### config.mk
export PLATFORM = sky130hd
export DESIGN_NAME = flow_step_adaptation_flat
export DESIGN_NICKNAME = d
export VERILOG_FILES = /design/src/rtl/fsa_pkg.sv /design/src/rtl/fsa_if.sv /design/src/rtl/flow_step_adaptation.sv /design/src/flat_wrapper.sv
export SDC_FILE = /design/constraint.sdc
export NUM_CORES = 1
export LEC_CHECK = 0
export BUFFER_PORTS_ARGS = -buffer_cell sky130_fd_sc_hd__buf_2
export CAP_MARGIN = 20
export CORE_UTILIZATION = 50
export CTS_BUF_LIST = sky130_fd_sc_hd__clkbuf_16
export CTS_CLUSTER_SIZE = 14
export DETAILED_ROUTE_END_ITERATION = 12
export GPL_ROUTABILITY_DRIVEN = 0
export PLACE_DENSITY = 0.74
export SYNTH_ARGS = -nofsm -noshare
export SYNTH_HDL_FRONTEND = slang
export SYNTH_SLANG_ARGS = --single-unit
### constraint.sdc
create_clock -name clk -period 3.86 [get_ports clk]
set_clock_uncertainty 0.2 [all_clocks]
set_input_delay 0 -clock clk [delete_from_list [all_inputs] [get_ports clk]]
set_output_delay 0 -clock clk [all_outputs]
set_load 0.03 [all_outputs]
### src/rtl/fsa_pkg.sv
`timescale 1ns / 1ps
// Shared types and constants for the flow step adaptation block.
package fsa_pkg;

    localparam int SAMPLE_DEPTH = 64;
    localparam int CNT_W        = $clog2(SAMPLE_DEPTH + 1);

    localparam int TARGET_W = 7;
    localparam int STEP_W   = 8;
    localparam int COUNT_W  = 8;
    localparam int SAMPLE_W = 8;

    localparam int PADDR_W = 4;
    localparam int PDATA_W = 32;

    // Window around the target flow that counts as fine.
    localparam logic [SAMPLE_W:0] HIGH_MARGIN = 9'd7;
    localparam logic [TARGET_W-1:0] LOW_MARGIN = 7'd17;
    localparam logic [SAMPLE_W-1:0] LOW_FLOOR  = 8'd1;

    localparam logic [TARGET_W-1:0] TARGET_RST   = 7'd60;
    localparam logic [STEP_W-1:0]   MIN_STEP_RST = 8'd3;
    localparam logic [STEP_W-1:0]   MAX_STEP_RST = 8'd20;
    localparam logic [COUNT_W-1:0]  STOP_RST     = 8'd15;
    localparam logic [STEP_W-1:0]   STEP_RST     = 8'd3;

    typedef enum logic [1:0] {
        REG_TARGET_FLOW = 2'd0,
        REG_MIN_STEP    = 2'd1,
        REG_MAX_STEP    = 2'd2,
        REG_STOP_LIMIT  = 2'd3
    } reg_index_t;

    typedef enum logic [1:0] {
        CLASS_FINE = 2'd0,
        CLASS_LOW  = 2'd1,
        CLASS_HIGH = 2'd2
    } flow_class_t;

    typedef enum logic {
        ACT_SAMPLE = 1'b0,
        ACT_END    = 1'b1
    } action_t;

endpackage

### src/rtl/fsa_if.sv
`timescale 1ns / 1ps
// Handshake interfaces for the sample input and result output channels.
interface fsa_in_if;
    logic       valid;
    logic       ready;
    logic       action;
    logic [7:0] flow_sample;
    logic       peep_matched;

    modport source (output valid, output action, output flow_sample, output peep_matched,
                    input ready);
    modport sink   (input valid, input action, input flow_sample, input peep_matched,
                    output ready);
endinterface

interface fsa_out_if;
    logic       valid;
    logic       ready;
    logic [7:0] step_size;
    logic [1:0] flow_class;
    logic [7:0] oscillation_count;
    logic       tuning_frozen;

    modport source (output valid, output step_size, output flow_class,
                    output oscillation_count, output tuning_frozen, input ready);
    modport sink   (input valid, input step_size, input flow_class,
                    input oscillation_count, input tuning_frozen, output ready);
endinterface

### src/rtl/flow_step_adaptation.sv
`timescale 1ns / 1ps
// Flow step adaptation: scans breath flow samples and tunes the blower DAC step.
// A beat accepted into the input register has its result loaded into the result register once that is free.
// Throughput: one beat per cycle while the result channel is not stalled; the input register and
// result register decouple the two channels, so a stalled result holds at most one further beat.
// Reset (rst_n, asynchronous): registers to their documented defaults, step 3, class fine.
module flow_step_adaptation (
    input  logic                         clk,
    input  logic                         rst_n,
    fsa_in_if.sink                       sample_in,
    fsa_out_if.source                    result_out,
    input  logic                         psel,
    input  logic                         penable,
    input  logic                         pwrite,
    input  logic [fsa_pkg::PADDR_W-1:0]  paddr,
    input  logic [fsa_pkg::PDATA_W-1:0]  pwdata,
    output logic [fsa_pkg::PDATA_W-1:0]  prdata,
    output logic                         pready
);

    // Configuration registers
    logic [fsa_pkg::TARGET_W-1:0] target_reg;
    logic [fsa_pkg::STEP_W-1:0]   min_step_reg;
    logic [fsa_pkg::STEP_W-1:0]   max_step_reg;
    logic [fsa_pkg::COUNT_W-1:0]  stop_limit_reg;
    fsa_pkg::reg_index_t          cfg_index;
    logic                         cfg_write;

    // Input stage
    logic                         in_valid_reg;
    logic                         in_action_reg;
    logic [fsa_pkg::SAMPLE_W-1:0] in_sample_reg;
    logic                         in_peep_reg;

    // Adaptation state
    logic [fsa_pkg::STEP_W-1:0]   step_reg, step_next;
    fsa_pkg::flow_class_t         stored_class_reg, stored_class_next;
    fsa_pkg::flow_class_t         scan_class_reg, scan_class_next;
    logic                         target_seen_reg, target_seen_next;
    logic [fsa_pkg::CNT_W-1:0]    samples_reg, samples_next;
    logic [fsa_pkg::COUNT_W-1:0]  flip_reg, flip_next;

    // Result stage
    logic                         out_valid_reg;
    logic [fsa_pkg::STEP_W-1:0]   out_step_reg;
    logic [1:0]                   out_class_reg;
    logic [fsa_pkg::COUNT_W-1:0]  out_count_reg;
    logic                         out_frozen_reg;

    logic                         out_load;
    logic                         fire;
    logic                         in_take;

    // Scan helpers
    logic [fsa_pkg::SAMPLE_W-1:0] low_bound;
    logic                         hit_target;
    logic                         above_high;
    logic                         below_low;
    logic                         tuning_allowed;

    assign pready    = 1'b1;
    assign cfg_index = fsa_pkg::reg_index_t'(paddr[3:2]);
    assign cfg_write = psel && penable && pwrite;

    always_comb
    begin
        prdata = '0;
        case (cfg_index)
            fsa_pkg::REG_TARGET_FLOW: prdata = {{(fsa_pkg::PDATA_W-fsa_pkg::TARGET_W){1'b0}}, target_reg};
            fsa_pkg::REG_MIN_STEP:    prdata = {{(fsa_pkg::PDATA_W-fsa_pkg::STEP_W){1'b0}}, min_step_reg};
            fsa_pkg::REG_MAX_STEP:    prdata = {{(fsa_pkg::PDATA_W-fsa_pkg::STEP_W){1'b0}}, max_step_reg};
            fsa_pkg::REG_STOP_LIMIT:  prdata = {{(fsa_pkg::PDATA_W-fsa_pkg::COUNT_W){1'b0}}, stop_limit_reg};
            default:                  prdata = '0;
        endcase
    end

    always_ff @(posedge clk or negedge rst_n)
    begin
        if (!rst_n)
        begin
            target_reg     <= fsa_pkg::TARGET_RST;
            min_step_reg   <= fsa_pkg::MIN_STEP_RST;
            max_step_reg   <= fsa_pkg::MAX_STEP_RST;
            stop_limit_reg <= fsa_pkg::STOP_RST;
        end
        else if (cfg_write)
        begin
            case (cfg_index)
                fsa_pkg::REG_TARGET_FLOW: target_reg     <= pwdata[fsa_pkg::TARGET_W-1:0];
                fsa_pkg::REG_MIN_STEP:    min_step_reg   <= pwdata[fsa_pkg::STEP_W-1:0];
                fsa_pkg::REG_MAX_STEP:    max_step_reg   <= pwdata[fsa_pkg::STEP_W-1:0];
                fsa_pkg::REG_STOP_LIMIT:  stop_limit_reg <= pwdata[fsa_pkg::COUNT_W-1:0];
                default:                  ;
            endcase
        end
    end

    // Handshake: the result register loads when empty or being drained.
    assign out_load         = !out_valid_reg || result_out.ready;
    assign fire             = in_valid_reg && out_load;
    assign sample_in.ready  = !in_valid_reg || fire;
    assign in_take          = sample_in.valid && sample_in.ready;

    always_ff @(posedge clk or negedge rst_n)
    begin
        if (!rst_n)
        begin
            in_valid_reg <= 1'b0;
        end
        else if (sample_in.ready)
        begin
            in_valid_reg <= sample_in.valid;
        end
    end

    always_ff @(posedge clk)
    begin
        if (in_take)
        begin
            in_action_reg <= sample_in.action;
            in_sample_reg <= sample_in.flow_sample;
            in_peep_reg   <= sample_in.peep_matched;
        end
    end

    // The low bound is max(target - 17, 1); targets of 18 or less give 1.
    always_comb
    begin
        if (target_reg > fsa_pkg::LOW_MARGIN + 7'd1)
        begin
            low_bound = {1'b0, target_reg - fsa_pkg::LOW_MARGIN};
        end
        else
        begin
            low_bound = fsa_pkg::LOW_FLOOR;
        end
    end

    assign hit_target     = (in_sample_reg == {1'b0, target_reg});
    assign above_high     = ({1'b0, in_sample_reg} > ({2'b00, target_reg} + fsa_pkg::HIGH_MARGIN));
    assign below_low      = (in_sample_reg < low_bound) && (in_sample_reg != '0);
    assign tuning_allowed = (flip_reg <= stop_limit_reg);

    always_comb
    begin
        step_next         = step_reg;
        stored_class_next = stored_class_reg;
        scan_class_next   = scan_class_reg;
        target_seen_next  = target_seen_reg;
        samples_next      = samples_reg;
        flip_next         = flip_reg;

        case (fsa_pkg::action_t'(in_action_reg))
            fsa_pkg::ACT_SAMPLE:
            begin
                if (samples_reg < fsa_pkg::CNT_W'(fsa_pkg::SAMPLE_DEPTH))
                begin
                    samples_next     = samples_reg + 1'b1;
                    target_seen_next = target_seen_reg || hit_target;
                    if (target_seen_next)
                    begin
                        if (above_high)
                        begin
                            scan_class_next = fsa_pkg::CLASS_HIGH;
                        end
                        else if (below_low)
                        begin
                            scan_class_next = fsa_pkg::CLASS_LOW;
                        end
                    end
                end
            end
            fsa_pkg::ACT_END:
            begin
                if (in_peep_reg)
                begin
                    if (tuning_allowed)
                    begin
                        // Each clamp acts only in its own direction.
                        if (stored_class_reg == fsa_pkg::CLASS_LOW)
                        begin
                            if (step_reg == '1)
                            begin
                                step_next = step_reg;
                            end
                            else
                            begin
                                step_next = step_reg + 1'b1;
                            end
                            if (step_next > max_step_reg)
                            begin
                                step_next = max_step_reg;
                            end
                        end
                        else if (stored_class_reg == fsa_pkg::CLASS_HIGH)
                        begin
                            if (step_reg == '0)
                            begin
                                step_next = step_reg;
                            end
                            else
                            begin
                                step_next = step_reg - 1'b1;
                            end
                            if (step_next < min_step_reg)
                            begin
                                step_next = min_step_reg;
                            end
                        end
                        if ((stored_class_reg != scan_class_reg) &&
                            (scan_class_reg != fsa_pkg::CLASS_FINE) &&
                            (stored_class_reg != fsa_pkg::CLASS_FINE) &&
                            (flip_reg != '1))
                        begin
                            flip_next = flip_reg + 1'b1;
                        end
                        stored_class_next = scan_class_reg;
                    end
                end
                else
                begin
                    stored_class_next = fsa_pkg::CLASS_FINE;
                end
                scan_class_next  = fsa_pkg::CLASS_FINE;
                target_seen_next = 1'b0;
                samples_next     = '0;
            end
            default: ;
        endcase
    end

    always_ff @(posedge clk or negedge rst_n)
    begin
        if (!rst_n)
        begin
            step_reg         <= fsa_pkg::STEP_RST;
            stored_class_reg <= fsa_pkg::CLASS_FINE;
            scan_class_reg   <= fsa_pkg::CLASS_FINE;
            target_seen_reg  <= 1'b0;
            samples_reg      <= '0;
            flip_reg         <= '0;
        end
        else if (fire)
        begin
            step_reg         <= step_next;
            stored_class_reg <= stored_class_next;
            scan_class_reg   <= scan_class_next;
            target_seen_reg  <= target_seen_next;
            samples_reg      <= samples_next;
            flip_reg         <= flip_next;
        end
    end

    always_ff @(posedge clk or negedge rst_n)
    begin
        if (!rst_n)
        begin
            out_valid_reg <= 1'b0;
        end
        else if (out_load)
        begin
            out_valid_reg <= in_valid_reg;
        end
    end

    always_ff @(posedge clk)
    begin
        if (fire)
        begin
            out_step_reg   <= step_next;
            out_class_reg  <= stored_class_next;
            out_count_reg  <= flip_next;
            out_frozen_reg <= (flip_next > stop_limit_reg);
        end
    end

    assign result_out.valid             = out_valid_reg;
    assign result_out.step_size         = out_step_reg;
    assign result_out.flow_class        = out_class_reg;
    assign result_out.oscillation_count = out_count_reg;
    assign result_out.tuning_frozen     = out_frozen_reg;

endmodule

### src/flat_wrapper.sv
// flat-port wrapper written by rule: the top's interface ports become plain ports
module flow_step_adaptation_flat 
  (clk, rst_n, psel, penable, pwrite, paddr, pwdata, prdata, pready, sample_in_valid, sample_in_action, sample_in_flow_sample, sample_in_peep_matched, sample_in_ready, result_out_valid, result_out_step_size, result_out_flow_class, result_out_oscillation_count, result_out_tuning_frozen, result_out_ready);
  fsa_in_if sample_in_i ();
  fsa_out_if result_out_i ();
  input  logic clk;
  input  logic rst_n;
  input  logic psel;
  input  logic penable;
  input  logic pwrite;
  input  logic [fsa_pkg::PADDR_W-1:0] paddr;
  input  logic [fsa_pkg::PDATA_W-1:0] pwdata;
  output logic [fsa_pkg::PDATA_W-1:0] prdata;
  output logic pready;
  input wire logic [$bits(sample_in_i.valid)-1:0] sample_in_valid;
  input wire logic [$bits(sample_in_i.action)-1:0] sample_in_action;
  input wire logic [$bits(sample_in_i.flow_sample)-1:0] sample_in_flow_sample;
  input wire logic [$bits(sample_in_i.peep_matched)-1:0] sample_in_peep_matched;
  output wire logic [$bits(sample_in_i.ready)-1:0] sample_in_ready;
  output wire logic [$bits(result_out_i.valid)-1:0] result_out_valid;
  output wire logic [$bits(result_out_i.step_size)-1:0] result_out_step_size;
  output wire logic [$bits(result_out_i.flow_class)-1:0] result_out_flow_class;
  output wire logic [$bits(result_out_i.oscillation_count)-1:0] result_out_oscillation_count;
  output wire logic [$bits(result_out_i.tuning_frozen)-1:0] result_out_tuning_frozen;
  input wire logic [$bits(result_out_i.ready)-1:0] result_out_ready;
  assign sample_in_i.valid = sample_in_valid;
  assign sample_in_i.action = sample_in_action;
  assign sample_in_i.flow_sample = sample_in_flow_sample;
  assign sample_in_i.peep_matched = sample_in_peep_matched;
  assign sample_in_ready = sample_in_i.ready;
  assign result_out_valid = result_out_i.valid;
  assign result_out_step_size = result_out_i.step_size;
  assign result_out_flow_class = result_out_i.flow_class;
  assign result_out_oscillation_count = result_out_i.oscillation_count;
  assign result_out_tuning_frozen = result_out_i.tuning_frozen;
  assign result_out_i.ready = result_out_ready;
  flow_step_adaptation u_core (.clk(clk), .rst_n(rst_n), .sample_in(sample_in_i), .result_out(result_out_i), .psel(psel), .penable(penable), .pwrite(pwrite), .paddr(paddr), .pwdata(pwdata), .prdata(prdata), .pready(pready));
endmodule
==> results of run 1 <==
placed cells by master, fill, tap and decap left out, types with 6 or more instances in the layout:
cell | synthesis | final
a21o_1 | 6 | 6
a21oi_1 | 28 | 26
and3_1 | 7 | 7
buf_2 | 2 | 55
buf_4 | 27 | 19
clkbuf_16 | 0 | 10
conb_1 | 2 | 25
dfrtp_1 | 47 | 46
dfstp_2 | 14 | 14
dlygate4sd3_1 | 0 | 22
edfxtp_1 | 29 | 29
ha_1 | 52 | 51
inv_1 | 33 | 33
mux2_2 | 29 | 28
mux4_2 | 6 | 6
nand2_1 | 59 | 59
nand2b_1 | 10 | 10
nand3_1 | 18 | 18
nand4_1 | 6 | 6
nor2_1 | 49 | 48
nor2b_1 | 9 | 9
nor3_1 | 16 | 16
o211ai_1 | 12 | 12
o21ai_0 | 43 | 42
o31ai_1 | 6 | 6
xnor2_1 | 11 | 11
xor2_1 | 22 | 22
cells in the mapped netlist (all sizes together), types with 3 or more instances:
| master | n | share of area, % |
|---|---|---|
| buf | 32 | 3.9 |
| nand3 | 19 | 1.6 |
| a21o | 6 | 0.73 |
| edfxtp | 29 | 14 |
| mux4 | 7 | 2.6 |
| nor4 | 4 | 0.65 |
| mux2i | 6 | 0.97 |
| ha | 52 | 10 |
| inv | 33 | 2.0 |
| nand2b | 10 | 1.0 |
| xor2 | 22 | 3.1 |
| dfrtp | 47 | 19 |
| clkbuf | 16 | 0.97 |
| nor3b | 3 | 0.44 |
| and3 | 7 | 0.71 |
| nor2 | 50 | 3.1 |
| nor3 | 17 | 1.6 |
| nand2 | 59 | 3.6 |
| o211ai | 12 | 1.5 |
| o21ai | 44 | 3.6 |
| and2 | 3 | 0.32 |
| a211o | 4 | 0.57 |
| a211oi | 3 | 0.36 |
| a21oi | 28 | 2.3 |
| o21a | 3 | 0.36 |
| dfstp | 14 | 5.9 |
| xnor2 | 11 | 1.6 |
| o31ai | 6 | 0.73 |
| nor2b | 9 | 0.91 |
| nand4 | 6 | 0.61 |
| or3 | 4 | 0.40 |
| mux2 | 32 | 6.0 |
| a22o | 4 | 0.57 |
layout make-up:
cell class / count / area (um^2)
Clock inverter: 6 / 37.5
Timing Repair Buffer: 97 / 646
Clock buffer: 10 / 250
Multi-Input combinational cell: 484 / 3490
Tap cell: 168 / 210
Sequential cell: 90 / 2420
Fill cell: 984 / 4890
Inverter: 33 / 124
power breakdown:
| group | switching, mW | leakage (nW) | internal, mW |
|---|---|---|---|
| Combinational | 1.09 | 2.07 | 0.884 |
| Clock | 0.366 | 0.148 | 0.475 |
| Sequential | 0.204 | 1.04 | 1.17 |
worst max-delay path: stages, from the launching register on:
cell and delay, ns:
dfstp_2 0.61, ha_1 0.20, nand2_1 0.16, nor3_4 0.19, buf_4 0.17, nor2_1 0.05, nor2_1 0.17, ha_1 0.27
and3_1 0.17, a211oi_2 0.24, a21oi_2 0.13, nor2_4 0.10, buf_4 0.18, mux2i_1 0.27, o221a_2 0.26, o21ai_0 0.08
per-layer routing:
layer,vias up,wire length (um),global-route usage [%]
met1,2411,6110,28.9
li1,2390,-,-
met4,0,571,11.8
met5,-,0,0
met3,41,736,4.87
met2,180,7460,42.5
timing repair:
action                                 CTS  global route
pin swaps                                0             4
cloned                                   0             0
setup endpoints to repair                2            10
endpoints found under the hold margin   71             0
hold buffers                            22             0
setup buffers                            0             4
gates resized for setup                  1            11
path summary, 6_finish.rpt:
path / from / end
max: u_core.step_reg[0] / u_core.result_out.step_size[2]
min: penable / u_core.target_reg[5]
max reg2reg: u_core.step_reg[0] / u_core.result_out.step_size[2]
min reg2reg: u_core.in_valid_reg / u_core.result_out.valid
max in group asynchronous: rst_n / u_core.min_step_reg[0]
min in group asynchronous: rst_n / u_core.samples_reg[4]
logic make-up (layout without fill, tap and decap cells):
kind of cell / after synthesis / after routing / share of synthesized area, %
fa+ha+maj: 52 / 52 / 10.5
other cells: 2 / 25 / 0.121
compound gates: 129 / 129 / 13.3
buf+inv: 81 / 146 / 6.82
mux: 45 / 45 / 9.57
simple gates: 200 / 200 / 16.0
flops: 90 / 90 / 39.0
xor+xnor: 33 / 33 / 4.66
through the flow:
stage / power, mW / setup TNS [ns] / worst slack, ns / area, um^2 / hold WS, ns
2_1_floorplan: 2.75 / 0 / 0.313 / 6280 / -0.496
3_3_place_gp: 3.11 / 0 / 0.0797 / 6580 / -0.136
3_5_place_dp: 3.20 / -0.0444 / -0.0261 / 6580 / -0.127
4_1_cts: 4.07 / 0 / 0.0610 / 7090 / 0.0455
5_1_grt: 4.47 / -0.00916 / -0.00916 / 7170 / 0.0282
6_report: 4.19 / 0 / 0.138 / 7170 / 0.00657
==> flow_summary.json, run 1 <==
{
  "end_kind": "register",
  "synth_cell_types": 69,
  "vias_per_cell": 5.66,
  "wl_um": 14900,
  "min_period_ns": 3.72,
  "place_inst": 845,
  "worstPathRequired_ns": 3.75,
  "routed-via-count": 5022,
  "pwr_density_cell_nw_per_um2": 583,
  "layout-drive-gt1-share_pct": 22.8,
  "synth-edff-count": 29,
  "dieArea_um2": 12800,
  "wl_per_cell_um": 16.8,
  "r2r_cells": 15,
  "core_area_um2": 12100,
  "ant_nets": 0,
  "startpoint_type": "register",
  "finalCritPeriodShare_pct": 96.4,
  "grt_max_degree": 34,
  "hold_path.class": "in2reg",
  "syn_area_um2": 6200,
  "grt_overflow": 0,
  "drc_errors": 0,
  "first_global_vias": 5067,
  "yosysWarnings": 0,
  "critPathMaxFanout": 9,
  "final_cells": 888,
  "rows": 40,
  "cp.arrival_ns": 3.61,
  "worst_pin_slew_ns": 0.670,
  "hold_depth": 4,
  "clockBufferDepth": 2,
  "slew_headroom_pct": 54.9,
  "synth-main-ff-cell": "dfrtp_1",
  "htree_levels": 3,
  "n_antenna_cell": 0,
  "final_max_slew_viol_count": 0,
  "peakVddDrop_mv": 0.324,
  "port_buffers": 55,
  "clk_latency_ns": 0.34,
  "synth.avg_cell_area_um2": 9.81,
  "setup_violations": 0,
  "status": "finished clean",
  "initial_core_util_pct": 51.4,
  "dr.pass1.iters": 4,
  "antenna_found_initial": 0,
  "grt.total_usage_pct": 24.4,
  "ys_seq_elements": 90,
  "tritoncts": "yes",
  "drv_cap": 0,
  "max_freq_ghz": 0.269,
  "die_h_um": 113,
  "final_util_pct": 59.5,
  "ys_seq_area_share_pct": 39.0,
  "grt_pass1_wl_um": 24300,
  "hold_viol": 0,
  "cts.sinks": 90,
  "reg2reg_slack_ns": 0.14,
  "async_reset_ff_share_pct": 67.8,
  "path_clk_slew_ns": 0.06,
  "leakage_nw": 3.27,
  "criticalPathCategory": "reg2reg",
  "fin_nets": 820,
  "numCtsBuffers": 9,
  "synthCells": 632,
  "pin_count": 107,
  "cts-root-buf": "clkbuf_16",
  "dieWidth_um": 113,
  "dr.first_iter.drc_count": 278,
  "hpwl_um": 11100,
  "synthToLayoutAreaGrowth_pct": 15.7
}
(Power assumes the default switching activity.)
==> inputs of run 2 (changes only) <==
- CORE_MARGIN: default -> 4
==> flow_summary.json, run 2 (synthesis gave the netlist of run 1 again) <==
{
  "status": "finished clean",
  "leakage_nw": 3.33,
  "clk_latency_ns": 0.35,
  "rr_endpoint": "u_core.result_out.step_size[7]",
  "ant_nets": 0,
  "drv_cap": 0,
  "startpoint": "u_core.step_reg[1]",
  "antenna_found_initial": 0,
  "dieArea_um2": 14200,
  "initial_core_util_pct": 51.4,
  "startpoint_type": "register",
  "grt.total_usage_pct": 22.0,
  "hpwl_um": 11300,
  "r2r_cells": 14,
  "wl_per_cell_um": 17.4,
  "cts.sinks": 90,
  "critPathMaxFanout": 7,
  "numCtsBuffers": 9,
  "hold_viol": 0,
  "synthToLayoutAreaGrowth_pct": 16.7,
  "grt_overflow": 0,
  "pin_count": 107,
  "power.total_mw": 4.26,
  "finalCritPeriodShare_pct": 95.5,
  "htree_levels": 3,
  "criticalPathCategory": "reg2reg",
  "final_cell_mix": "58 x nand2_1, 55 x buf_2, 51 x ha_1",
  "die_h_um": 119,
  "tritoncts": "yes",
  "dr.first_iter.drc_count": 347,
  "hold_path.class": "in2async",
  "routed-via-count": 5080,
  "layout_commonest_cell": "nand2_1",
  "worst_pin_slew_ns": 1.00,
  "final_max_slew_viol_count": 0,
  "rows": 40,
  "core_area_um2": 12100,
  "min_period_ns": 3.69,
  "port_buffers": 55,
  "reg2reg_slack_ns": 0.17,
  "dieWidth_um": 119,
  "wl_um": 15500,
  "slew_headroom_pct": 33.0,
  "end_kind": "register",
  "multi_input_area_um2": 3520,
  "fin_nets": 824,
  "pwr_density_cell_nw_per_um2": 590,
  "first_global_vias": 5050,
  "n_antenna_cell": 0,
  "r2r-start": "u_core.step_reg[1]",
  "layout.area.seq_um2": 2420,
  "cts-root-buf": "clkbuf_16",
  "grt_max_degree": 41,
  "layout-drive-gt1-share_pct": 22.8,
  "drc_errors": 0,
  "clockBufferDepth": 2,
  "setup_violations": 0,
  "worstPathRequired_ns": 3.72,
  "cp.arrival_ns": 3.55,
  "nFillCells": 988,
  "final_util_pct": 59.9,
  "crit_end": "u_core.result_out.step_size[7]",
  "grt_pass1_wl_um": 25000,
  "path_clk_slew_ns": 0.06,
  "peakVddDrop_mv": 0.403,
  "vias_per_cell": 5.70,
  "dr.pass1.iters": 8,
  "max_freq_ghz": 0.271
}
-- run 2: final cells by class --
type                            count  area share, %
Tap cell                          168           2.91
Sequential cell                    90           33.4
Inverter                           33           1.71
Multi-Input combinational cell    484           48.7
Clock inverter                      7          0.761
Clock buffer                        9           3.11
Timing Repair Buffer              101           9.41
-- run 2: repair_timing --
item / 4_1_cts / 5_1_grt
setup endpoints to repair: 1 / 11
hold endpoints to repair: 64 / 0
cloned: 0 / 0
setup buffers: 0 / 5
gates resized for setup: 1 / 18
hold buffers: 23 / 0
pin swaps: 0 / 6
-- run 2: through the flow --
| step | instances | area (um^2) | hold slack, ns | setup WS [ns] | setup TNS (ns) |
|---|---|---|---|---|---|
| floorplan | 655 | 6280 | -0.496 | 0.313 | 0 |
| global placement | 847 | 6600 | -0.197 | 0.125 | 0 |
| detailed placement | 847 | 6600 | -0.188 | 0.0102 | 0 |
| CTS | 886 | 7110 | 0.00980 | 0.0508 | 0 |
| global route | 892 | 7230 | 0.0282 | -0.00425 | -0.00794 |
| finish | 892 | 7230 | 0.0182 | 0.174 | 0 |
-- run 2: worst min path at each step --
| stage | from | to | slack (ns) | cells after the start |
|---|---|---|---|---|
| 6_report | rst_n | u_core.step_reg[1] | 0.02 | 2 |
| 5_1_grt | rst_n | u_core.step_reg[1] | 0.03 | 2 |
| 4_1_cts | rst_n | u_core.step_reg[1] | 0.01 | 2 |
| 3_5_place_dp | rst_n | u_core.result_out.valid | -0.19 | 1 |
| 3_3_place_gp | rst_n | u_core.in_valid_reg | -0.20 | 1 |
| 2_1_floorplan | rst_n | u_core.flip_reg[0] | -0.50 | 0 |
-- run 2: worst max-delay path, stage by stage (launching register included) --
cell and delay [ns]:
dfstp_2 0.60, inv_1 0.09, ha_1 0.22, nor3b_4 0.17, nand2_2 0.12, a21oi_1 0.09, ha_1 0.20, or3b_1 0.41
a211oi_2 0.21, nand2_1 0.10, a31o_4 0.28, buf_4 0.14, buf_4 0.13, o211ai_1 0.27, o211ai_1 0.17
-- run 2: power by group --
part / switching (mW) / internal, mW
clock: 0.354 / 0.490
combinational: 1.12 / 0.934
sequential: 0.200 / 1.17
-- run 2: metal layers --
metal	GRT usage, %	wire length, um	vias up
li1	-	-	2406
met2	39.0	7920	188
met1	26.6	6130	2448
met4	8.59	481	0
met5	0	0	-
met3	3.75	963	38
==> inputs of run 3 (changes only) <==
- clock period: 3.86 -> 4.1 ns (I/O delays scaled with it)
==> flow_summary.json, run 3 (synthesis gave the netlist of run 1 again) <==
{
  "status": "finished clean",
  "criticalPathCategory": "reg2reg",
  "fin_tns_setup_ns": 0,
  "max_freq_ghz": 0.255,
  "tritoncts": "yes",
  "final_cell_area_um2": 7140,
  "startpoint": "u_core.step_reg[0]",
  "setup_violations": 0,
  "startpoint_type": "register",
  "hpwl_um": 11300,
  "grt_overflow": 0,
  "drc_errors": 0,
  "grt_pass1_wl_um": 25000,
  "cts-root-buf": "clkbuf_16",
  "crit_end": "u_core.result_out.step_size[0]",
  "htree_levels": 3,
  "wl_um": 15400,
  "dieArea_um2": 14200,
  "path_clk_slew_ns": 0.06,
  "routed-via-count": 5095,
  "vias_per_cell": 5.73,
  "layout_commonest_cell": "nand2_1",
  "final_cells": 889,
  "crit_chain": "ha_1, nand2_1, nor3_4, mux2_2, ha_1, nand2_1, nor2_1, a21oi_1, a211o_1, o211ai_1, or3_1, mux2_2",
  "place_inst": 840,
  "layout.area.seq_um2": 2410,
  "hold_viol": 0,
  "clockBufferDepth": 2,
  "n_antenna_cell": 0,
  "rr_endpoint": "u_core.result_out.step_size[0]",
  "dr.first_iter.drc_count": 296,
  "rows": 40,
  "core_area_um2": 12100,
  "hold_depth": 6,
  "final_max_slew_viol_count": 0,
  "critPathMaxFanout": 12,
  "fin_nets": 821,
  "wl_per_cell_um": 17.3,
  "ant_nets": 0,
  "pin_count": 107,
  "hold_path.class": "in2reg",
  "dpl_cell_area_um2": 6550,
  "power.total_mw": 3.91,
  "worstHoldStart": "penable",
  "nFillCells": 982,
  "worstSetupPathDepth": 12,
  "drv_cap": 0,
  "grt.total_usage_pct": 21.8,
  "grt_max_degree": 62,
  "r2r_cells": 12,
  "numCtsBuffers": 9,
  "reg2reg_slack_ns": 0.18,
  "cp.buffers_inverters": 0,
  "worst_pin_slew_ns": 1.03,
  "dr.pass1.iters": 8,
  "port_buffers": 55,
  "slowest_stage": "dfstp_2",
  "layout-drive-gt1-share_pct": 20.9,
  "first_global_vias": 5074,
  "cp.arrival_ns": 3.81,
  "end_kind": "register",
  "cts.sinks": 90,
  "die_h_um": 119,
  "pwr_density_cell_nw_per_um2": 547,
  "finalCritPeriodShare_pct": 95.6,
  "r2r-start": "u_core.step_reg[0]",
  "slew_headroom_pct": 30.7,
  "multi_input_area_um2": 3450,
  "worstPathRequired_ns": 3.99,
  "min_period_ns": 3.92,
  "initial_core_util_pct": 51.4,
  "synthToLayoutAreaGrowth_pct": 15.3,
  "leakage_nw": 3.27,
  "path_delay_family": "simple AND/OR/NAND/NOR gates",
  "dieWidth_um": 119,
  "critPathMaxStageDelay_ns": 0.64,
  "antenna_found_initial": 0,
  "hold_ws_ns": 0.0652,
  "peakVddDrop_mv": 0.293,
  "final_cell_mix": "59 x nand2_1, 55 x buf_2, 52 x ha_1",
  "clk_latency_ns": 0.35
}
==> run 3: cell count changes in the layout (fill, tap and decap cells not counted), sizes merged <==
cell,delta
buf,-3
bufinv,-1
clkbuf,-1
clkinv,+1
dlygate4sd3,+3
dlymetal6s2s,-1
inv,-1
==> run 3: worst register-to-register path: stages, from the launching register on <==
cell and delay, ns:
dfstp_2 0.64, ha_1 0.25, nand2_1 0.18, nor3_4 0.28, mux2_2 0.40, ha_1 0.30, nand2_1 0.09, nor2_1 0.04
a21oi_1 0.38, a211o_1 0.16, o211ai_1 0.08, or3_1 0.39, mux2_2 0.27
==> run 3: cell type report <==
type	instances	share of cell area (%)
clock buffers	10	3.50
flip-flops and latches	90	33.8
repair buffers	98	9.28
well taps	168	2.94
clock inverters	6	0.438
inverters	33	1.73
multi-input cells	484	48.3
==> run 3: worst min path at each step <==
stage                              end
2_1_floorplan       u_core.flip_reg[0]
3_5_place_dp   u_core.in_sample_reg[0]
4_1_cts         u_core.max_step_reg[2]
5_1_grt         u_core.max_step_reg[4]
6_report        u_core.max_step_reg[2]
3_3_place_gp        u_core.in_peep_reg
==> run 3: metal layers <==
metal / vias to the layer above / GRT usage (%) / routed length, um
met1: 2457 / 26.6 / 6140
met3: 33 / 3.66 / 966
met5: - / 0 / 0
li1: 2394 / - / -
met2: 211 / 38.7 / 7900
met4: 0 / 7.87 / 359
==> run 3: report_power, final <==
group | switching, mW | internal (mW)
logic | 1.02 | 0.808
clock network | 0.347 | 0.442
registers | 0.194 | 1.10
==> run 3: through the flow <==
step	util (%)	setup slack, ns
finish	59.2	0.181
detailed placement	54.3	0.111
global placement	54.2	0.229
floorplan	-	0.553
global route	59.2	-0.0193
CTS	58.8	0.103
==> run 3: repair_timing <==
item / in CTS / in global routing
setup buffers: 0 / 7
setup endpoints to repair: 0 / 8
hold buffers: 26 / 0
resized for setup: 0 / 3
endpoints found under the hold margin: 90 / 0
